### src/sv/aptd_pkg.sv
// Package: word types and constants for the authentication packet token deframer.
`timescale 1ns / 1ps

package aptd_pkg;

  localparam int unsigned TokLenW = 24;
  localparam int unsigned TokOffW = 4;
  localparam int unsigned AccW    = 64;

  // length-encoded integer lead bytes
  localparam logic [7:0] LeadLimit = 8'hfb;
  localparam logic [7:0] LeadLen2  = 8'hfc;
  localparam logic [7:0] LeadLen3  = 8'hfd;
  localparam logic [7:0] LeadLen8  = 8'hfe;

  localparam logic ModeFramed   = 1'b0;
  localparam logic ModeVerbatim = 1'b1;

  typedef struct packed {
    logic [7:0] data_byte;
    logic       last_byte;
  } in_word_t;

  typedef struct packed {
    logic               token_valid;
    logic [TokOffW-1:0] token_offset;
    logic [TokLenW-1:0] token_length;
  } out_word_t;

endpackage

### src/sv/aptd_in_reg.sv
// Input register stage of the token deframer.
`timescale 1ns / 1ps

module aptd_in_reg
  import aptd_pkg::*;
(
  input  logic     clk_i,
  input  logic     rst_ni,
  input  logic     in_valid_i,
  output logic     in_ready_o,
  input  in_word_t in_data_i,
  input  logic     adv_i,
  output logic     valid_o,
  output in_word_t word_o
);

  logic     valid_q, valid_d;
  in_word_t word_q;

  assign in_ready_o = !valid_q || adv_i;
  assign valid_d    = in_ready_o ? in_valid_i : valid_q;

  always_ff @(posedge clk_i or negedge rst_ni) begin
    if (!rst_ni) begin
      valid_q <= 1'b0;
    end else begin
      valid_q <= valid_d;
    end
  end

  always_ff @(posedge clk_i) begin
    if (in_valid_i && in_ready_o) begin
      word_q <= in_data_i;
    end
  end

  assign valid_o = valid_q;
  assign word_o  = word_q;

endmodule

### src/sv/aptd_parser.sv
// Packet parse state and result logic of the token deframer.
`timescale 1ns / 1ps

module aptd_parser
  import aptd_pkg::*;
#(
  parameter int unsigned LEN_BITS = 24
) (
  input  logic      clk_i,
  input  logic      rst_ni,
  input  logic      step_i,
  input  in_word_t  word_i,
  input  logic      mode_i,
  output out_word_t res_o
);

  localparam logic [2:0] PhCap   = 3'd0;
  localparam logic [2:0] PhLead  = 3'd1;
  localparam logic [2:0] PhExtra = 3'd2;
  localparam logic [2:0] PhBody  = 3'd3;
  localparam logic [2:0] PhBad   = 3'd4;

  localparam logic [LEN_BITS-1:0] LenMax = '1;
  localparam int unsigned MaxW = (LEN_BITS > TokLenW) ? LEN_BITS : TokLenW;

  logic [LEN_BITS-1:0] cnt_q, cnt_d;
  logic [2:0]          phase_q, phase_d;
  logic [3:0]          extra_q, extra_d;
  logic [2:0]          idx_q, idx_d;
  logic [LEN_BITS-1:0] accum_q, accum_d;
  logic                ovf_q, ovf_d;
  logic [3:0]          hdr_q, hdr_d;

  // state after this byte is parsed
  logic [2:0]          p_phase;
  logic [3:0]          p_extra;
  logic [2:0]          p_idx;
  logic [LEN_BITS-1:0] p_accum;
  logic                p_ovf;
  logic [3:0]          p_hdr;

  logic [7:0]          b;
  logic [AccW-1:0]     shifted;
  logic [4:0]          consumed;
  logic [LEN_BITS:0]   len;
  logic [LEN_BITS:0]   rem;
  logic                in_range;
  logic                framed_ok;
  logic [LEN_BITS-1:0] verb_len;
  logic [MaxW-1:0]     len_ext;

  assign b       = word_i.data_byte;
  assign shifted = AccW'(b) << {idx_q, 3'b000};

  always_comb begin
    p_phase = phase_q;
    p_extra = extra_q;
    p_idx   = idx_q;
    p_accum = accum_q;
    p_ovf   = ovf_q;
    p_hdr   = hdr_q;
    unique case (phase_q)
      PhCap: begin
        p_phase = PhLead;
      end
      PhLead: begin
        priority if (b < LeadLimit) begin
          p_accum = LEN_BITS'(b);
          p_ovf   = 1'b0;
          p_hdr   = 4'd1;
          p_phase = PhBody;
        end else if (b == LeadLen2 || b == LeadLen3 || b == LeadLen8) begin
          p_extra = (b == LeadLen2) ? 4'd2 : (b == LeadLen3) ? 4'd3 : 4'd8;
          p_hdr   = p_extra + 4'd1;
          p_accum = '0;
          p_ovf   = 1'b0;
          p_idx   = 3'd0;
          p_phase = PhExtra;
        end else begin
          p_phase = PhBad;
        end
      end
      PhExtra: begin
        p_accum = accum_q | shifted[LEN_BITS-1:0];
        p_ovf   = ovf_q | (|shifted[AccW-1:LEN_BITS]);
        p_idx   = idx_q + 3'd1;
        p_extra = extra_q - 4'd1;
        if (p_extra == 4'd0) begin
          p_phase = PhBody;
        end
      end
      default: begin
      end
    endcase
  end

  assign consumed = 5'd1 + {1'b0, p_hdr};
  assign len      = {1'b0, cnt_q} + {{LEN_BITS{1'b0}}, 1'b1};
  assign rem      = len - (LEN_BITS+1)'(consumed);
  assign in_range = (cnt_q != LenMax);

  assign framed_ok = (p_phase == PhBody) && !p_ovf
                  && ((LEN_BITS+1)'(consumed) <= len)
                  && ({1'b0, p_accum} <= rem);

  assign verb_len = (b == 8'd0) ? cnt_q : cnt_q + {{(LEN_BITS-1){1'b0}}, 1'b1};

  always_comb begin
    res_o   = '0;
    len_ext = '0;
    if (in_range) begin
      if (mode_i == ModeVerbatim) begin
        res_o.token_valid = 1'b1;
        len_ext           = MaxW'(verb_len);
      end else if (framed_ok) begin
        res_o.token_valid  = 1'b1;
        res_o.token_offset = TokOffW'(consumed);
        len_ext            = MaxW'(p_accum);
      end
    end
    res_o.token_length = len_ext[TokLenW-1:0];
  end

  always_comb begin
    cnt_d   = cnt_q;
    phase_d = phase_q;
    extra_d = extra_q;
    idx_d   = idx_q;
    accum_d = accum_q;
    ovf_d   = ovf_q;
    hdr_d   = hdr_q;
    if (step_i) begin
      if (word_i.last_byte) begin
        cnt_d   = '0;
        phase_d = PhCap;
        extra_d = '0;
        idx_d   = '0;
        accum_d = '0;
        ovf_d   = 1'b0;
        hdr_d   = '0;
      end else begin
        if (in_range) begin
          cnt_d = cnt_q + {{(LEN_BITS-1){1'b0}}, 1'b1};
        end
        phase_d = p_phase;
        extra_d = p_extra;
        idx_d   = p_idx;
        accum_d = p_accum;
        ovf_d   = p_ovf;
        hdr_d   = p_hdr;
      end
    end
  end

  always_ff @(posedge clk_i or negedge rst_ni) begin
    if (!rst_ni) begin
      cnt_q   <= '0;
      phase_q <= PhCap;
      extra_q <= '0;
      idx_q   <= '0;
      accum_q <= '0;
      ovf_q   <= 1'b0;
      hdr_q   <= '0;
    end else begin
      cnt_q   <= cnt_d;
      phase_q <= phase_d;
      extra_q <= extra_d;
      idx_q   <= idx_d;
      accum_q <= accum_d;
      ovf_q   <= ovf_d;
      hdr_q   <= hdr_d;
    end
  end

endmodule

### src/sv/auth_packet_token_deframer.sv
// A word is parsed from the input register; a last byte's result goes to the output register.
// Throughput: one byte word per cycle, stalled only while a result waits in the output register.
// The parse step is one pass of lead-byte decode plus a (LEN_BITS+1)-wide subtract and compare.
// Reset: async active low; clears mode, packet state, input and output valid.
// Top level: authentication packet token deframer.
`timescale 1ns / 1ps

module auth_packet_token_deframer
  import aptd_pkg::*;
#(
  parameter int unsigned LEN_BITS = 24
) (
  input  logic      clk_i,
  input  logic      rst_ni,
  input  logic      in_valid_i,
  output logic      in_ready_o,
  input  in_word_t  in_data_i,
  output logic      out_valid_o,
  input  logic      out_ready_i,
  output out_word_t out_data_o,
  input  logic      cfg_we_i,
  input  logic      cfg_wdata_i
);

  logic      mode_q, mode_d;
  logic      word_vld;
  in_word_t  word;
  logic      adv;
  out_word_t res;
  logic      out_valid_q, out_valid_d;
  out_word_t out_data_q;

  assign adv = word_vld && (!word.last_byte || !out_valid_q || out_ready_i);

  aptd_in_reg u_in_reg (
    .clk_i      (clk_i),
    .rst_ni     (rst_ni),
    .in_valid_i (in_valid_i),
    .in_ready_o (in_ready_o),
    .in_data_i  (in_data_i),
    .adv_i      (adv),
    .valid_o    (word_vld),
    .word_o     (word)
  );

  aptd_parser #(
    .LEN_BITS (LEN_BITS)
  ) u_parser (
    .clk_i  (clk_i),
    .rst_ni (rst_ni),
    .step_i (adv),
    .word_i (word),
    .mode_i (mode_q),
    .res_o  (res)
  );

  assign mode_d = cfg_we_i ? cfg_wdata_i : mode_q;

  always_comb begin
    out_valid_d = out_valid_q;
    if (adv && word.last_byte) begin
      out_valid_d = 1'b1;
    end else if (out_ready_i) begin
      out_valid_d = 1'b0;
    end
  end

  always_ff @(posedge clk_i or negedge rst_ni) begin
    if (!rst_ni) begin
      mode_q      <= ModeFramed;
      out_valid_q <= 1'b0;
    end else begin
      mode_q      <= mode_d;
      out_valid_q <= out_valid_d;
    end
  end

  always_ff @(posedge clk_i) begin
    if (adv && word.last_byte) begin
      out_data_q <= res;
    end
  end

  assign out_valid_o = out_valid_q;
  assign out_data_o  = out_data_q;

`ifndef NO_ASSERTIONS
  a_ready_only_when_full: assert property (@(posedge clk_i) disable iff (!rst_ni)
    !in_ready_o |-> word_vld && word.last_byte && out_valid_q)
    else $error("input stalled without a pending result");

  a_invalid_zero_fields: assert property (@(posedge clk_i) disable iff (!rst_ni)
    out_valid_o && !out_data_o.token_valid |->
      out_data_o.token_offset == '0 && out_data_o.token_length == '0)
    else $error("invalid result carries nonzero fields");

  a_offset_min: assert property (@(posedge clk_i) disable iff (!rst_ni)
    out_valid_o && out_data_o.token_offset != '0 |-> out_data_o.token_offset >= 4'd2)
    else $error("framed offset below header size");

  a_result_from_last: assert property (@(posedge clk_i) disable iff (!rst_ni)
    adv && word.last_byte |=> out_valid_o)
    else $error("last byte did not produce a result");
`endif

endmodule
### config.mk
export PLATFORM = sky130hd
export DESIGN_NAME = auth_packet_token_deframer
export DESIGN_NICKNAME = d
export VERILOG_FILES = /design/src/sv/aptd_pkg.sv /design/src/sv/aptd_in_reg.sv /design/src/sv/aptd_parser.sv /design/src/sv/auth_packet_token_deframer.sv
export SDC_FILE = /design/constraint.sdc
export NUM_CORES = 1
export LEC_CHECK = 0
export CAP_MARGIN = 20
export CORE_ASPECT_RATIO = 0.6
export CORE_MARGIN = 2
export CORE_UTILIZATION = 45
export DETAILED_ROUTE_END_ITERATION = 16
export DONT_BUFFER_PORTS = 1
export MAX_ROUTING_LAYER = met4
export PLACE_DENSITY_LB_ADDON = 0.15
export SYNTH_ARGS = -nofsm -noshare
export SYNTH_HDL_FRONTEND = slang
export SYNTH_HIERARCHICAL = 1
export SYNTH_SLANG_ARGS = --single-unit
### constraint.sdc
create_clock -name clk_i -period 6.84 [get_ports clk_i]
set_input_delay 1.368 -clock clk_i [delete_from_list [all_inputs] [get_ports clk_i]]
set_output_delay 1.368 -clock clk_i [all_outputs]
set_load 0.01 [all_outputs]
==> Yosys cells after proc, flatten, opt, wreduce, memory -nomap -nowiden <==
Cells that the tools add are included.
{ "word_totals": {"output_inout_bits": 31, "input_bits": 15, "ff_bits": 104, "elab_cells": 100} }
{ "classes": {"n_lt_le_gt_ge": 3, "bitwise": 4, "add_sub_neg": 7, "n_shift": 1, "mux": 36, "reduce_logical": 25, "n_eq_ne": 9} }
{ "ops": {"columns": ["cell", "n"], "rows": [
  ["24-bit 2-to-1 mux", 8],
  ["8-bit by 6-bit left shift with 64-bit output", 1],
  ["24-bit case mux with 2 select lines", 1],
  ["40-bit OR reduction", 1],
  ["4-bit 2-to-1 mux", 9],
  ["24-bit by 1-bit adder with 25-bit output (second input constant)", 1],
  ["24-bit by 25-bit less-or-equal comparator with 1-bit output", 1],
  ["5-bit by 25-bit less-or-equal comparator with 1-bit output", 1],
  ["25-bit by 5-bit subtractor with 25-bit output", 1],
  ["24-bit by 1-bit adder with 24-bit output (second input constant)", 1],
  ["8-bit == test (second input constant)", 3],
  ["24-bit inequality test (second input constant)", 1],
  ["24-bit OR", 1],
  ["3-bit 2-to-1 mux", 7],
  ["3-bit case mux with 3 select lines", 1],
  ["8-bit zero test", 1],
  ["8-bit < comparator (second input constant)", 1],
  ["4-bit case mux with 2 select lines", 1],
  ["3-bit by 2-bit == test with 1-bit output (second input constant)", 2],
  ["1-bit logical AND", 6],
  ["1-bit 2-to-1 mux", 6],
  ["3-bit case mux with 2 select lines", 1],
  ["1-bit by 4-bit adder with 5-bit output (first input constant)", 1],
  ["1-bit logical OR", 5],
  ["other kinds (18)", 23]
]} }

==> Logic depth before layout (Yosys ltp) <==
Gate-level depths: netlist of the first run.
{ "depth": {"depth_word": 13, "mapped_depth": 29} }

==> Hierarchy <==
The synthesis of the first run kept the hierarchy.
{ "modules_own_cells": {"columns": ["module", "instances", "seq_area_each_um2", "cells_each", "area_each_um2"], "rows": [
  ["aptd_parser", 1, 1576.5, 782, 6037.0],
  ["auth_packet_token_deframer", 1, 920.9, 37, 970.9],
  ["aptd_in_reg", 1, 295.3, 13, 324.1]
]} }

==> Worst setup path before layout of the first run <==
No wires, ideal clock.
{ "synth_path": {"path_kind": "register -> register", "startpoint": "register u_in_reg.word_q (netlist bit u_in_reg/word_o[8])", "endpoint": "register out_data_q (netlist bit out_data_o[13]) (data pin)", "slack_ps": 1137, "path_buffers": 1, "arrival_time_ps": 5421, "path_stages_with_launch": 30, "setup_ps": 282, "synth_period_minus_slack_ps": 5703, "t_required_ps": 6558, "path_cell_list": "edfxtp_1 > and4_1 > nand2_1 > nor2_1 > nor2b_1 > o21ai_0 > o21ai_0 > inv_1 > ha_1 > xor2_1 > ha_1 > o21a_1 > o31a_1 > o21ai_0 > nand3b_1 > nand3b_1 > nor2_1 > mux2i_1 > o31ai_1 > xnor2_1 > ha_1 > nand4_1 > or2_2 > nor3_1 > o41ai_1 > a221oi_1 > a311oi_4 > nand2_4 > buf_6 > o22ai_2"} }
{ "synth_via": {"elab_chain_cells": 13, "elab_cells_between_ends": 38} }
{ "synth_rtl": {"columns": ["element", "line", "rtl"], "rows": [
  ["start, declared", "aptd_in_reg.sv:18", "in_word_t word_q;"],
  ["start signal, assigned", "aptd_in_reg.sv:33", "word_q <= in_data_i;"],
  ["8-bit == test", "aptd_parser.sv:72, aptd_parser.sv:73", null],
  ["4-bit 2-to-1 mux (2 in a row)", "aptd_parser.sv:73", "p_extra = (b == LeadLen2) ? 4'd2 : (b == LeadLen3) ? 4'd3 : 4'd8;"],
  ["4-bit by 1-bit adder with 4-bit output", "aptd_parser.sv:74", "p_hdr = p_extra + 4'd1;"],
  ["4-bit 2-to-1 mux", "aptd_parser.sv:72", "end else if (b == LeadLen2 || b == LeadLen3 || b == LeadLen8) begin"],
  ["4-bit 2-to-1 mux", "aptd_parser.sv:67", "priority if (b < LeadLimit) begin"],
  ["4-bit 2-to-1 mux", "aptd_parser.sv:62", "unique case (phase_q)"],
  ["1-bit by 4-bit adder with 5-bit output", "aptd_parser.sv:97", "assign consumed = 5'd1 + {1'b0, p_hdr};"],
  ["25-bit by 5-bit subtractor with 25-bit output / 5-bit by 25-bit less-or-equal comparator with 1-bit output (equally long branches)", "aptd_parser.sv:99, aptd_parser.sv:103", null],
  ["24-bit by 25-bit less-or-equal comparator with 1-bit output / 1-bit logical AND (equally long branches)", "aptd_parser.sv:104, aptd_parser.sv:103", null],
  ["1-bit logical AND", "aptd_parser.sv:104", "&& ({1'b0, p_accum} <= rem);"],
  ["24-bit 2-to-1 mux", "aptd_parser.sv:115", "end else if (framed_ok) begin"],
  ["24-bit 2-to-1 mux (*)", "aptd_parser.sv:112", "if (mode_i == ModeVerbatim) begin"],
  ["end signal, assigned", "auth_packet_token_deframer.sv:80", "out_data_q <= res;"],
  ["end, declared", "auth_packet_token_deframer.sv:31", "out_word_t out_data_q;"]
]} }
Mark *: on every way between the ends. The rest lies on a longest branch, timed or not.
A chain may end at the register's enable or synchronous reset.

==> Final worst setup path of the first run <==
{ "layout_path": {"startpoint": "register u_in_reg.word_q (netlist bit u_in_reg/word_o[8])", "endpoint": "register out_data_q (netlist bit out_data_o[14]) (data pin)"} }
The elaborated chain is that of the path after synthesis.

==> flow_metrics.env, run 1 <==
export IMPL_final_core_util_pct=49.1
export IMPL_maxSlewHeadroom_pct=26.8
export IMPL_worst_pin_slew_ns=1.10
export IMPL_synthXorXnorAreaFrac_pct=7.17
export IMPL_finalClockSkew_ns=0.0156
export IMPL_ys_async_sr_fraction_pct=63.5
export IMPL_finalNetCount=858
export IMPL_hold_path_depth=2
export IMPL_muxShareOfSynthArea_pct=1.33
export IMPL_avgSynthCellArea_um2=8.81
export IMPL_period_needed_ns=6.32
export IMPL_synthAdderAreaFrac_pct=6.08
export IMPL_via_per_inst=6.04
export IMPL_grt_pass1_wl_mm=33.8
export IMPL_synth_common_cells="nor2_1, dfrtp_1, nand2_1"
export IMPL_cts_clk_slew_worst_paths_ns=0.08
export IMPL_start_kind="flip-flop"
export IMPL_hold_viol=0
export IMPL_postPlaceCellArea_um2=7480
export IMPL_drive_above_1_share_pct=11.6
export IMPL_fin_area_um2=7900
export IMPL_crit_required_ns=6.89
export IMPL_grt_pass1_vias=5717
export IMPL_crit_top_cell="ha_1"
export IMPL_synth_compound_gate_area_share_pct=20.6
export IMPL_insertion_delay_ns=0.36
export IMPL_row_count=36
export IMPL_whs_endpoint="u_parser/ovf_q$_DFFE_PN0P_"
export IMPL_synth_ff_type="dfrtp_1"
export IMPL_period_share_pct=92.3
export IMPL_vias=6169
export IMPL_cp_slowest_cell="edfxtp_1"
export IMPL_cts_tree="yes"
export IMPL_cts_max_path_buffers=2
export IMPL_ys_warnings_count=6
export IMPL_grt_util_all_layers_pct=26.6
export IMPL_post_synth_top_area_cell="dfrtp_1"
export IMPL_root_buffer="clkbuf_16"
export IMPL_status="completed"
export IMPL_drc=0
export IMPL_hold_slack_ns=0.524
export IMPL_dr_pass1_iters=5
export IMPL_synth_top_family_by_area="compound AO/OA/AOI/OAI gates"
export IMPL_post_drt_wl_per_cell_um=21.4
export IMPL_yosysMostFrequentCell="nor2_1"
export IMPL_rsz0062_at_grt="no"
export IMPL_initial_core_util_pct=45.6
export IMPL_die_x_um=169
export IMPL_crit_arrival_ns=6.37
export IMPL_drtAntennaViolNets=0
export IMPL_ir_drop_mv=0.151
export IMPL_syn_area_um2=7330
export IMPL_fin_cells=1022
export IMPL_drtIter0Drc=711
export IMPL_r2r_end="out_data_o[14]$_DFFE_PP_"
export IMPL_diodes=0
export IMPL_reg2reg_setup_slack_ns=0.52
export IMPL_slew_violations=0
export IMPL_power_density_nw_per_um2=316
export IMPL_gp_congestion=0.977
export IMPL_maxCapViolations=0
export IMPL_clkSinkCount=104
export IMPL_synth_cell_type_count=69
export IMPL_die_area_um2=17400
export IMPL_holdCritStartpoint="u_parser/ovf_q$_DFFE_PN0P_"
export IMPL_criticalPathCategory="reg2reg"
export IMPL_synth_fp_nets=882
export IMPL_timing_rr_start="u_in_reg/word_o[8]$_DFFE_PP_"
export IMPL_yosys_register_bits=104
export IMPL_dp_cells=1001
export IMPL_leakage_nw=3.23
export IMPL_max_freq_mhz=158
export IMPL_cpPeakStageDelay_ns=0.52
export IMPL_cp_max_fo=24
export IMPL_synth_top_area_share_pct=22.5
export IMPL_grt_ovfl_total=0
export IMPL_hpwl_mm=15.8
export IMPL_hold_path_class="reg2reg"
export IMPL_synth_edff_count=38
export IMPL_setup_violations=0
export IMPL_cts_buffers=9
export IMPL_core_um2=16100
export IMPL_fp_dieH_um=103
export IMPL_port_buffers=0
export IMPL_cp_end_kind="flip-flop"
export IMPL_reg2reg_depth=29
export IMPL_num_io_pins=46
export IMPL_syn_inst=832
export IMPL_grt_max_degree=67
export IMPL_tns_ns=0
export IMPL_yosysSeqAreaShare_pct=38.1
export IMPL_area_growth_pct=7.70
export IMPL_antenna_found_initial=0
export IMPL_synthTopCellsByArea="dfrtp_1, edfxtp_1, ha_1"
export IMPL_htree_levels=3
export IMPL_yosys_area_share_simple_pct=20.2
export IMPL_wl_mm=21.8
area by class of cell:
type	instances	area, um2
Timing Repair Buffer	22	195
Tap cell	209	262
Fill cell	1534	8180
Clock inverter	7	96.3
Sequential cell	104	2790
Inverter	62	233
Multi-Input combinational cell	609	4090
Clock buffer	9	225
report_power, final:
part	switching [mW]	total, mW	leakage [nW]	internal [mW]
clock	0.275	0.572	0.154	0.296
sequential	0.0599	0.770	1.27	0.710
combinational	0.679	1.16	1.81	0.478
total	1.01	2.50	3.23	1.48
worst max path at each step:
| stage | startpoint | endpoint | slack, ns | cells past startpoint |
|---|---|---|---|---|
| final | u_in_reg/word_o[8]$_DFFE_PP_ | out_data_o[14]$_DFFE_PP_ | 0.52 | 29 |
| after global routing | u_in_reg/word_o[8]$_DFFE_PP_ | out_data_o[14]$_DFFE_PP_ | 0.05 | 29 |
| after CTS | u_in_reg/word_o[7]$_DFFE_PP_ | out_data_o[2]$_DFFE_PP_ | 0.21 | 26 |
| after detailed placement | u_in_reg/word_o[7]$_DFFE_PP_ | out_data_o[2]$_DFFE_PP_ | 0.23 | 26 |
| after global placement | u_in_reg/word_o[7]$_DFFE_PP_ | out_data_o[23]$_DFFE_PP_ | 0.27 | 28 |
| after floorplan | u_in_reg/word_o[8]$_DFFE_PP_ | out_data_o[13]$_DFFE_PP_ | 1.14 | 29 |
per-stage QoR:
stage	power [mW]	worst slack (ns)
after global routing	2.66	0.0503
after global placement	1.83	0.267
after detailed placement	1.84	0.228
after CTS	2.43	0.210
after floorplan	1.57	1.14
final	2.50	0.524
registers in the layout (all words and copies together) (netlist names):
name              cells
mode_q                1
u_in_reg/valid_o      1
u_parser/phase_q      3
u_parser/accum_q     24
u_parser/cnt_q       24
out_data_o           29
u_parser/idx_q        3
u_in_reg/word_o       9
u_parser/ovf_q        1
u_parser/extra_q      4
out_valid_o           1
u_parser/hdr_q        4
metal layers:
metal,GRT usage (%),part of all wire (%)
met1,39.5,49
met3,6.03,8.4
met5,-,0
met2,37.0,41
met4,4.77,1.0
worst max-delay path: cells and delay by family, from the launching register on:
family | cells | cell delay, ns
AO/OA/AOI/OAI | 9 | 1.65
XOR/XNOR | 1 | 0.13
adder cells (fa/ha/maj) | 3 | 0.91
buffers and inverters | 3 | 0.35
flip-flops | 1 | 0.52
multiplexers | 1 | 0.11
AND/OR/NAND/NOR | 12 | 2.34
logic make-up (layout without fill, tap and decap cells):
logic type | count (synthesis) | after routing
buf+inv | 119 | 100
flops | 104 | 104
mux | 9 | 9
simple gates | 285 | 285
xor+xnor | 60 | 60
compound gates | 220 | 220
fa+ha+maj | 35 | 35
timing repair:
action	4_1_cts	5_1_grt
endpoints found under the setup margin	0	29
hold endpoints to repair	0	0
hold buffers	0	0
gates resized for setup	0	5
setup buffers	0	4
layout by cell type (no fill, tap or decap), types with 9 or more instances in the layout:
master,Yosys,final
o21ai_0,62,60
inv_1,62,62
clkbuf_16,0,9
nor4_1,9,9
nand3_1,24,24
nand2b_1,11,11
dfrtp_1,66,66
nor3_1,15,15
buf_4,0,19
and3_1,10,10
xor2_1,22,22
o22ai_2,16,16
edfxtp_1,38,38
nand4_1,14,14
nor2_1,72,70
nand2_1,64,64
o31ai_1,15,15
o22ai_1,33,33
a21oi_1,41,41
xnor2_1,38,38
ha_1,34,34
a21o_1,11,11
or2_2,19,19
No activity file was read; power rests on OpenSTA's default activity.
==> run 2: changes to the inputs <==
HOLD_SLACK_MARGIN = 0.02   (was unset)
SYNTH_HIERARCHICAL = unset   (was 1)
==> run 2 against run 1 <==
Die area decreased by 4.3%; cell count decreased by 6.6%; clock skew decreased by 0.0028 ns; routed wire length decreased by 5.9%; sequential share of layout area increased by 2.0 points.
==> flow_metrics.env, run 2 <==
export IMPL_p_clk_share_pct=25.6
export IMPL_drtAntennaViolNets=0
export IMPL_drc=0
export IMPL_status="completed"
export IMPL_leakage_nw=3.05
export IMPL_maxSlewHeadroom_pct=23.8
export IMPL_hold_viol=0
export IMPL_setup_violations=0
export IMPL_cts_resized=0
export IMPL_power_density_nw_per_um2=285
export IMPL_cts_clk_slew_worst_paths_ns=0.08
export IMPL_synth_fp_nets=822
export IMPL_ctsHoldBuffers=0
export IMPL_wl_mm=20.5
export IMPL_p_sw_mw=0.846
export IMPL_cp_slowest_cell="edfxtp_1"
export IMPL_grt_pass1_wl_mm=32.5
export IMPL_r2r_end="out_data_o[5]$_SDFFCE_PN0P_"
export IMPL_cts_tree="yes"
export IMPL_cp_end_kind="flip-flop"
export IMPL_synth_common_cells="nand2_1, o21ai_0, nor2_1"
export IMPL_muxShareOfSynthArea_pct=0.304
export IMPL_post_drt_wl_per_cell_um=21.5
export IMPL_die_x_um=165
export IMPL_final_common_cell="nand2_1"
export IMPL_drtIter0Drc=718
export IMPL_slew_violations=0
export IMPL_finalClockSkew_ns=0.0128
export IMPL_grt_ovfl_total=0
export IMPL_finalNetCount=797
export IMPL_worst_pin_slew_ns=1.14
export IMPL_reg2reg_setup_slack_ns=0.59
export IMPL_initial_core_util_pct=45.9
export IMPL_crit_required_ns=6.95
export IMPL_synth_top_family_by_area="simple AND/OR/NAND/NOR gates"
export IMPL_power_frac_comb_pct=37.9
export IMPL_period_share_pct=91.3
export IMPL_period_needed_ns=6.25
export IMPL_drive_above_1_share_pct=9.31
export IMPL_largest_reg_flops=29
export IMPL_yosysMostFrequentCell="nand2_1"
export IMPL_p_int_mw=1.28
export IMPL_cpPeakStageDelay_ns=0.57
export IMPL_core_um2=15300
export IMPL_antenna_found_initial=0
export IMPL_synth_cell_type_count=68
export IMPL_grt_max_degree=67
export IMPL_synth_top_area_share_pct=23.6
export IMPL_synth_ff_type="dfrtp_1"
export IMPL_crit_arrival_ns=6.35
export IMPL_cts_buffers=9
export IMPL_fp_dieH_um=101
export IMPL_hold_path_class="reg2reg"
export IMPL_dr_pass1_iters=5
export IMPL_yosys_area_share_simple_pct=20.1
export IMPL_dp_slack_ns=0.605
export IMPL_clkSinkCount=104
export IMPL_final_cell_mix="nand2_1, o21ai_0, nor2_1"
export IMPL_avgSynthCellArea_um2=9.08
export IMPL_ys_warnings_count=0
export IMPL_reg2reg_depth=24
export IMPL_synthXorXnorAreaFrac_pct=8.62
export IMPL_maxCapViolations=0
export IMPL_rsz0062_at_grt="no"
export IMPL_final_setup_worst_slack_ns=0.594
export IMPL_timing_rr_start="u_in_reg.word_o[6]$_DFFE_PP_"
export IMPL_grt_pass1_vias=5567
export IMPL_seqPwrFrac_pct=36.5
export IMPL_hpwl_mm=15.2
export IMPL_yosys_register_bits=104
export IMPL_crit_top_cell="ha_1"
export IMPL_root_buffer="clkbuf_16"
export IMPL_gp_congestion=0.980
export IMPL_p_sw_share_pct=39.7
export IMPL_syn_inst=772
export IMPL_synthTopCellsByArea="dfrtp_1, edfxtp_1, ha_1"
export IMPL_synth_compound_gate_area_share_pct=19.3
export IMPL_insertion_delay_ns=0.36
export IMPL_synth_edff_count=38
export IMPL_port_buffers=0
export IMPL_whs_endpoint="u_parser.accum_q[1]$_DFFE_PN0P_"
export IMPL_num_io_pins=46
export IMPL_synthAdderAreaFrac_pct=6.36
export IMPL_grt_util_all_layers_pct=26.7
export IMPL_criticalPathCategory="reg2reg"
export IMPL_ys_async_sr_fraction_pct=63.5
export IMPL_nFillCells=1441
export IMPL_htree_levels=3
export IMPL_holdCritStartpoint="u_parser.accum_q[1]$_DFFE_PN0P_"
export IMPL_post_synth_top_area_cell="dfrtp_1"
export IMPL_syn_area_um2=7010
export IMPL_via_per_inst=6.04
export IMPL_yosysSeqAreaShare_pct=39.9
export IMPL_ir_drop_mv=0.123
export IMPL_area_growth_pct=6.59
export IMPL_cts_max_path_buffers=2
export IMPL_row_count=35
export IMPL_cts_setup_buffers=0
export IMPL_crit_chain="and4_1, nand3_1, nand2_1, o21a_1, nand2_1, ha_1, xnor2_1, ha_1, a21o_1, a21o_1, a21oi_1, nand3_1, nor2_1, nand4_1, xnor2_1, ha_1, nand4_1, nor2_1, o311ai_0, a31oi_1, o31ai_1, o211ai_4, buf_4, o22ai_1"
export IMPL_hold_path_depth=2
export IMPL_vias=5765
export IMPL_start_kind="flip-flop"
export IMPL_max_freq_mhz=160
export IMPL_diodes=0
export IMPL_die_area_um2=16600
export IMPL_tns_ns=0
export IMPL_cp_max_fo=13
-- run 2: cell families (layout without fill, tap and decap cells) --
logic type | Yosys count | count (layout)
muxes | 2 | 2
and+or+nand+nor | 270 | 270
adders and majority gates | 35 | 35
DFF | 104 | 104
AOI/OAI and AO/OA | 202 | 202
xor gates and xnor gates | 69 | 69
buffers and inverters | 90 | 70
-- run 2: worst max-delay path by stage --
stage / startpoint / end / cells after the start
final: u_in_reg.word_o[6]$_DFFE_PP_ / out_data_o[5]$_SDFFCE_PN0P_ / 24
after global placement: u_in_reg.word_o[6]$_DFFE_PP_ / out_data_o[6]$_SDFFCE_PN0P_ / 24
after CTS: u_parser.phase_q[0]$_DFFE_PN0P_ / out_data_o[5]$_SDFFCE_PN0P_ / 25
after floorplan: u_parser.phase_q[0]$_DFFE_PN0P_ / out_data_o[15]$_SDFFCE_PN0P_ / 26
after detailed placement: u_parser.phase_q[0]$_DFFE_PN0P_ / out_data_o[5]$_SDFFCE_PN0P_ / 25
after global routing: u_in_reg.word_o[6]$_DFFE_PP_ / out_data_o[6]$_SDFFCE_PN0P_ / 24
-- run 2: power by group through the flow --
stage	registers, mW	logic, mW	clock network (mW)
global route	0.786	0.903	0.580
floorplan	0.755	0.604	0
detailed placement	0.788	0.781	0
global placement	0.786	0.775	0
finish	0.778	0.806	0.545
CTS	0.776	0.789	0.554
-- run 2: stage by stage --
step / power (mW) / instance area, um2 / std cells / utilization [%] / hold slack [ns]
6_report: 2.13 / 7470 / 955 / 48.9 / 0.488
5_1_grt: 2.27 / 7470 / 955 / 48.9 / 0.508
4_1_cts: 2.12 / 7430 / 954 / 48.6 / 0.491
3_5_place_dp: 1.57 / 7120 / 938 / 46.6 / 0.471
3_3_place_gp: 1.56 / 7120 / 938 / 46.6 / 0.465
2_1_floorplan: 1.36 / 7010 / 772 / - / 0.450
-- run 2: final cells by class --
type,count,area (um2),share of cell area (%)
Timing Repair Buffer,13,118,1.57
Clock inverter,7,85.1,1.14
Clock buffer,9,225,3.02
Multi-Input combinational cell,578,3840,51.4
Tap cell,203,254,3.40
Inverter,41,154,2.06
Sequential cell,104,2790,37.4
-- run 2: routing by layer --
metal | share of wire (%) | global-route usage (%) | vias to the layer above
met1 | 50 | 40.5 | 2812
met2 | 40 | 35.2 | 224
li1 | - | - | 2708
met4 | 1.1 | 5.55 | 0
met5 | 0 | - | -
met3 | 9.3 | 6.83 | 21
-- run 2: worst max-delay path: cells and delay by family, from the launching register on --
| family | cells | cell delay [ns] |
|---|---|---|
| XOR/XNOR | 2 | 0.39 |
| adder cells (fa/ha/maj) | 3 | 0.88 |
| flip-flops | 1 | 0.57 |
| buffers and inverters | 1 | 0.31 |
| AND/OR/NAND/NOR | 9 | 1.96 |
| AO/OA/AOI/OAI | 9 | 1.87 |
